### src/stq_pkg.sv
// Package for the sorted timer event queue: opcodes, result kinds, cell types.
// No dependencies.
package stq_pkg;

   localparam logic [1:0] OP_POST   = 2'd0;
   localparam logic [1:0] OP_DELETE = 2'd1;
   localparam logic [1:0] OP_TICK   = 2'd2;

   localparam logic [2:0] KIND_POSTED   = 3'd0;
   localparam logic [2:0] KIND_REFUSED  = 3'd1;
   localparam logic [2:0] KIND_DELETED  = 3'd2;
   localparam logic [2:0] KIND_MISSED   = 3'd3;
   localparam logic [2:0] KIND_EXPIRED  = 3'd4;
   localparam logic [2:0] KIND_DONE     = 3'd5;

   localparam logic [29:0] NS_PER_SEC    = 30'd1000000000;
   localparam logic [29:0] TICK_NS_RESET = 30'd1000000;

   // one entry of the sorted chain
   typedef struct packed {
      logic        used;
      logic [5:0]  slot;
      logic [31:0] sec;
      logic [29:0] nsec;
   } entry_type;

   typedef enum logic [2:0] {
      ST_IDLE,
      ST_SHIFT,
      ST_CARRY,
      ST_POP,
      ST_DONE
   } state_type;

   typedef struct packed {
      logic       ins;      // insert new entry ahead of first later-or-equal
      logic       del;      // remove entry matching slot
      logic       pop;      // remove head
      logic [5:0] slot;
      logic [31:0] sec;
      logic [29:0] nsec;
   } cell_cmd_type;

endpackage

### src/stq_cell.sv
// One cell of the sorted chain: holds one active entry.
// Depends on stq_pkg.
module stq_cell
   import stq_pkg::*;
(
   input  logic         clock,
   input  logic         reset,
   input  cell_cmd_type cmd,
   input  entry_type    left,       // neighbour nearer the head
   input  entry_type    right,      // neighbour further from the head
   input  logic         left_shift, // left neighbour moves right this cycle
   input  logic         left_gone,  // left or earlier neighbour removed
   output entry_type    value,
   output logic         shift_out,
   output logic         gone_out
);
   entry_type value_ff, value_in;
   logic      later;

   // new entry goes ahead of this one when this one is not earlier
   assign later = value_ff.used &&
                  ((value_ff.sec > cmd.sec) ||
                   (value_ff.sec == cmd.sec && value_ff.nsec >= cmd.nsec));
   assign shift_out = cmd.ins && (left_shift || later || !value_ff.used);
   assign gone_out  = left_gone ||
                      (cmd.del && value_ff.used && value_ff.slot == cmd.slot);

   always_comb begin
      value_in = value_ff;
      if (cmd.ins) begin
         if (left_shift) value_in = left;
         else if (shift_out) begin
            value_in.used = 1'b1;
            value_in.slot = cmd.slot;
            value_in.sec  = cmd.sec;
            value_in.nsec = cmd.nsec;
         end
      end else if (cmd.pop || gone_out) begin
         value_in = right;
      end
   end

   always_ff @(posedge clock) begin
      if (reset) value_ff.used <= 1'b0;
      else value_ff.used <= value_in.used;
      value_ff.slot <= value_in.slot;
      value_ff.sec  <= value_in.sec;
      value_ff.nsec <= value_in.nsec;
   end

   assign value = value_ff;
endmodule

### config.mk
export PLATFORM = sky130hd
export DESIGN_NAME = stq_cell
export DESIGN_NICKNAME = d
export VERILOG_FILES = /design/src/stq_pkg.sv /design/src/stq_cell.sv
export SDC_FILE = /design/constraint.sdc
export NUM_CORES = 1
export LEC_CHECK = 0
export BUFFER_PORTS_ARGS = -buffer_cell sky130_fd_sc_hd__buf_2
export CAP_MARGIN = 5
export CORE_AREA = 2 2 125 127
export DETAILED_ROUTE_END_ITERATION = 8
export DIE_AREA = 0 0 127 129
export PLACE_DENSITY = 0.75
export SYNTH_ARGS = -nofsm -noshare
export SYNTH_HDL_FRONTEND = slang
export SYNTH_SLANG_ARGS = --single-unit
### constraint.sdc
create_clock -name clock -period 7.32 [get_ports clock]
set_input_delay 0.732 -clock clock [delete_from_list [all_inputs] [get_ports clock]]
set_output_delay 0.732 -clock clock [all_outputs]
set_load 0.03 [all_outputs]
After elaboration in Yosys (flattened, before gate mapping). Index checks and enable logic that the tools add are counted.

Register bits after elaboration: 69. Bits in latches: 0. RAM bits: 0. Bits in read-only memories: 0. Input bits: 213. Output and inout bits: 71. Word-level logic and storage cells: 26. Memories kept: 0.

Add/sub/neg operators: 0. Multiply operators: 0. Div/mod/pow operators: 0. $lt $le $gt $ge: 2. Eq/ne operators: 3. Shift operators: 0. Multiplexer cells: 4. Bitwise logic cells: 0. Reductions and logical operators: 13.

Operators with widths (count): 69-bit two-way mux (4); 32-bit equality test (1); 32-bit > comparator (1); 30-bit greater-or-equal comparator (1); 6-bit equality test (1); 1-bit logical AND (5); 1-bit logical OR (5); 3-bit by 1-bit inequality test with 1-bit output, second input constant (1); 2-bit AND reduction (1); 2-bit nonzero test (1); 1-bit zero test (1).

Depth between registers and ports, before layout.
Depth after elaboration: 10. Mapped depth: 8. Mapped depth without buffers: 8.

Worst setup path after synthesis. OpenSTA, ideal clock, no wires.

Path type: input-to-reg. Start point: input port cmd[40] (netlist bit). End point: register value_ff, in the netlist value[0], enable pin. Setup time: 0.596 ns. Arrival time: 6.786 ns. Required time: 6.724 ns. Setup slack: -0.062 ns. Stages on the path: 8. Path buffers: 0. Cells stage by stage: inv_1 ha_1 nand4_2 nor4_2 a21oi_1 o21ai_0 a211oi_1 a211oi_1.

Word-level cells in the longest chain between the ends: 9. Elaborated cells on any way between the ends: 10.

RTL lines: from (decl) (line stq_cell.sv:8) `input cell_cmd_type cmd,`; parallel branches: the longest is 2 deep, another holds 32-bit > comparator; 1-bit logical OR (*) (line stq_cell.sv:22) `((value_ff.sec > cmd.sec) ||`; 1-bit logical AND (*) (line stq_cell.sv:21) `assign later = value_ff.used &&`; 1-bit logical OR (*) (2 in series) (line stq_cell.sv:24) `assign shift_out = cmd.ins && (left_shift || later || !value_ff.used);`; 1-bit logical AND (*) (line stq_cell.sv:24); 3-bit by 1-bit inequality test with 1-bit output (no line) (*); 2-bit AND reduction (no line) (*); to (decl) (line stq_cell.sv:17) `entry_type value_ff, value_in;`.

Every way passes the cells marked *. A chain may end at the register's enable or synchronous reset.

Worst setup path after layout.
Start point: input port cmd[31] (netlist bit). End point: output port shift_out.

Word-level cells in the longest chain between the ends: 7. Elaborated cells on any way between the ends: 8.

RTL lines: parallel branches: the longest is 2 deep, another holds 32-bit > comparator; 1-bit logical OR (*) (line stq_cell.sv:22); 1-bit logical AND (*) (line stq_cell.sv:21); 1-bit logical OR (*) (2 in series) (line stq_cell.sv:24); 1-bit logical AND (*) (line stq_cell.sv:24); to (decl) (line stq_cell.sv:14) `output logic shift_out,`.

Marked as above.

==> metrics <==
run status=complete, no violations; row cnt=45; first-pass GRT wire length=22.8 mm; TNS Setup=0 ns; Largest stage delay, worst path=0.55 ns; initial antenna violation count=0; Power Internal=0.901 mW; post-CTS setup buffer count=0; reg2reg start=value[40]; sequential-to-total area share from yosys stat=40.1%; Critical Path Fanout Max=2; largest net degree at the start of global routing=76; worst reg-to-reg setup slack=4.33 ns; chip width=127 µm; Reg clk slew, reported paths=0.06 ns; Final WS setup=3.55 ns; hold crit path type=primary input to flip-flop; RePlAce Congestion=0.832; Die Area=0.0164 mm²; Routed Wire Length=14.7 mm; vias=4,894; Die H=129 µm; leak pwr=3.62 nW; worst reg2reg endpoint=value[42]; IO Pins=284; Worst-Margin Slew=0.766 ns; n_diodes=0; startpoint types=primary input; endpoints failing hold=0; share of layout cells above drive strength 1=37.3%; hold_buf cts=0; cell with the largest stage delay on the worst path=a211oi_1; Slew Limit Fails=0; pre-CTS setup slack=3.49 ns; Setup Viol. Count Final=0; clock buffer count from CTS=9; HPWL after detailed placement=12.1 mm; relative slew slack=48.5%; cells after synthesis=533; Total GRT Usage=17.6%; clk sinks=69; post-cts resize count=0; Yosys reg bits=69; cells along the critical path=buf_2 -> inv_1 -> ha_1 -> nor2b_1 -> o211ai_1 -> a211oi_1 -> or4b_1 -> a211oi_1 -> a221oi_1 -> buf_2; Area Overhead vs Synth=36.8%; Peak VDD IR=92.4 µV; total grt overflow=0; power per standard cell area=189 mW/mm²; cell area after synthesis=0.00515 mm²; Sw Share=32.3%; max FFs per register=69; CTS tree=built; CTS root buf=clkbuf_16; Worst Hold Slack=0.547 ns; crit path capture=shift_out; Initial Util=34.4%; Port Buf Inserts=283; f_max=0.265 GHz; core area=0.0150 mm²; DRT Pass-1 Iters=5; kind of critical path=primary input to output port; DR vias/cell=4.89; final core occ=47.0%; post-synth top area share=39.7%; number of global-route vias before repair=4,821; Flop pwr share=38.4%; R2R cell count=8; Psw=0.430 mW; clock skew=0.0100 ns; Synth area leader=edfxtp_1; CP arrival=3.04 ns; Worst-Skew Late Latency=0.33 ns; antenna-violating nets left=0; fin crit period=3.77 ns; YS warnings=0; logic gate share of total power=29.7%; crit share post-route=51.5%; share of power burned in the clock network=32.0%; critical path endpoint category=output port; Worst Setup SP=cmd[31]; Avg Cell Area, Syn=9.66 µm²; Final nets=1,083; DR WL/cell=14.7 µm; RSZ-0062 raised after global routing=no; Max-cap violations=0; H-tree level count=3; post-synth net total=808; CP Data Required Time=6.59 ns; CTS Buffer Depth=2; Synth cell types=39; DRC Markers=0; Initial DRC Count=154; largest cells by area after synthesis=edfxtp_1 (40%), ha_1 (15%), mux2i_1 (13%)
==> cells in the final DEF (no fill, tap or decap), types with 2 or more instances in the layout <==
master and n:
a221oi_1 2, and4_1 2, nand2b_1 2, nor3_1 3
edfxtp_1 68, xor2_1 3, buf_4 6, a21o_1 3
inv_1 65, or4b_1 2, nand2_1 10, nor4_1 2
clkbuf_16 9, o21ai_0 11, clkinv_1 3, nor2_1 70
a21oi_1 90, nor2b_1 4, buf_2 281, ha_1 62
xnor2_1 3, a211oi_1 5, mux2i_1 69, a31oi_1 2
nand4_1 11, nand3_1 5
==> per-layer routing <==
metal / GRT usage [%] / part of all wire (%) / up-vias / wire [µm]
met5: 0 / 0 / - / 0
met4: 7.43 / 2.5 / 0 / 369
met3: 4.03 / 6.6 / 31 / 973
met2: 31.8 / 50 / 191 / 7420
met1: 20.1 / 40 / 2200 / 5930
li1: - / - / 2472 / -
==> logic make-up after synthesis <==
logic type	after synthesis	share of synthesized area, %
mux	69	13.4
xor+xnor	6	1.02
buf+inv	88	6.47
simple gates	117	10.8
compound gates	122	13.2
flops	69	40.1
fa+ha+maj	62	15.1
==> Yosys cell counts (all sizes together) <==
cell type / instances
and2: 2
o211ai: 1
xnor2: 3
xor2: 3
dfxtp: 1
and4: 2
mux2i: 69
o22a: 1
nor3: 3
nand2b: 2
a211oi: 7
a211o: 1
nor2: 70
inv: 65
nor4b: 1
buf: 2
ha: 62
a21boi: 1
nor4: 3
a21oi: 90
a21o: 3
a41o: 1
and4bb: 1
nand3: 5
a2111o: 1
edfxtp: 68
or4b: 2
clkbuf: 21
nand2: 10
a221oi: 2
a31oi: 2
nand4: 12
nor2b: 4
o21ai: 11
o21bai: 1
==> critical path, delay by kind of cell <==
family	cells	cell delay (ns)
and+or+nand+nor	2	0.64
AOI/OAI and AO/OA	4	1.02
buffers and inverters	3	0.35
adders and majority gates	1	0.28
==> final cells by class <==
cell class,count,area [µm²]
fillers,1485,7940
multi-input cells,376,2760
flip-flops and latches,69,2060
repair buffers,287,1450
inverters,65,244
well taps,188,235
clock buffers,10,229
clock inverters,6,53.8
==> worst min-delay path by stage <==
stage,from,to,cells after the start
floorplan,value[68],value[68],2
global placement,value[68],value[68],2
detailed placement,value[68],value[68],2
CTS,reset,value[68],2
global route,reset,value[68],2
finish,reset,value[68],2
==> metrics by stage <==
stage	power, mW	instance area, µm²	instances
5_1_grt	1.41	7040	1001
6_report	1.33	7040	1001
2_1_floorplan	0.763	5150	533
3_3_place_gp	0.908	6760	985
3_5_place_dp	0.917	6760	985
4_1_cts	1.35	7040	1001
==> power groups by stage <==
stage	Sequential (mW)	Clock, mW	Combinational [mW]
4_1_cts	0.512	0.435	0.399
3_5_place_dp	0.520	0	0.397
5_1_grt	0.516	0.455	0.438
3_3_place_gp	0.518	0	0.390
6_report	0.511	0.426	0.395
2_1_floorplan	0.601	0	0.163
No activity file was read; power rests on OpenSTA's default activity.
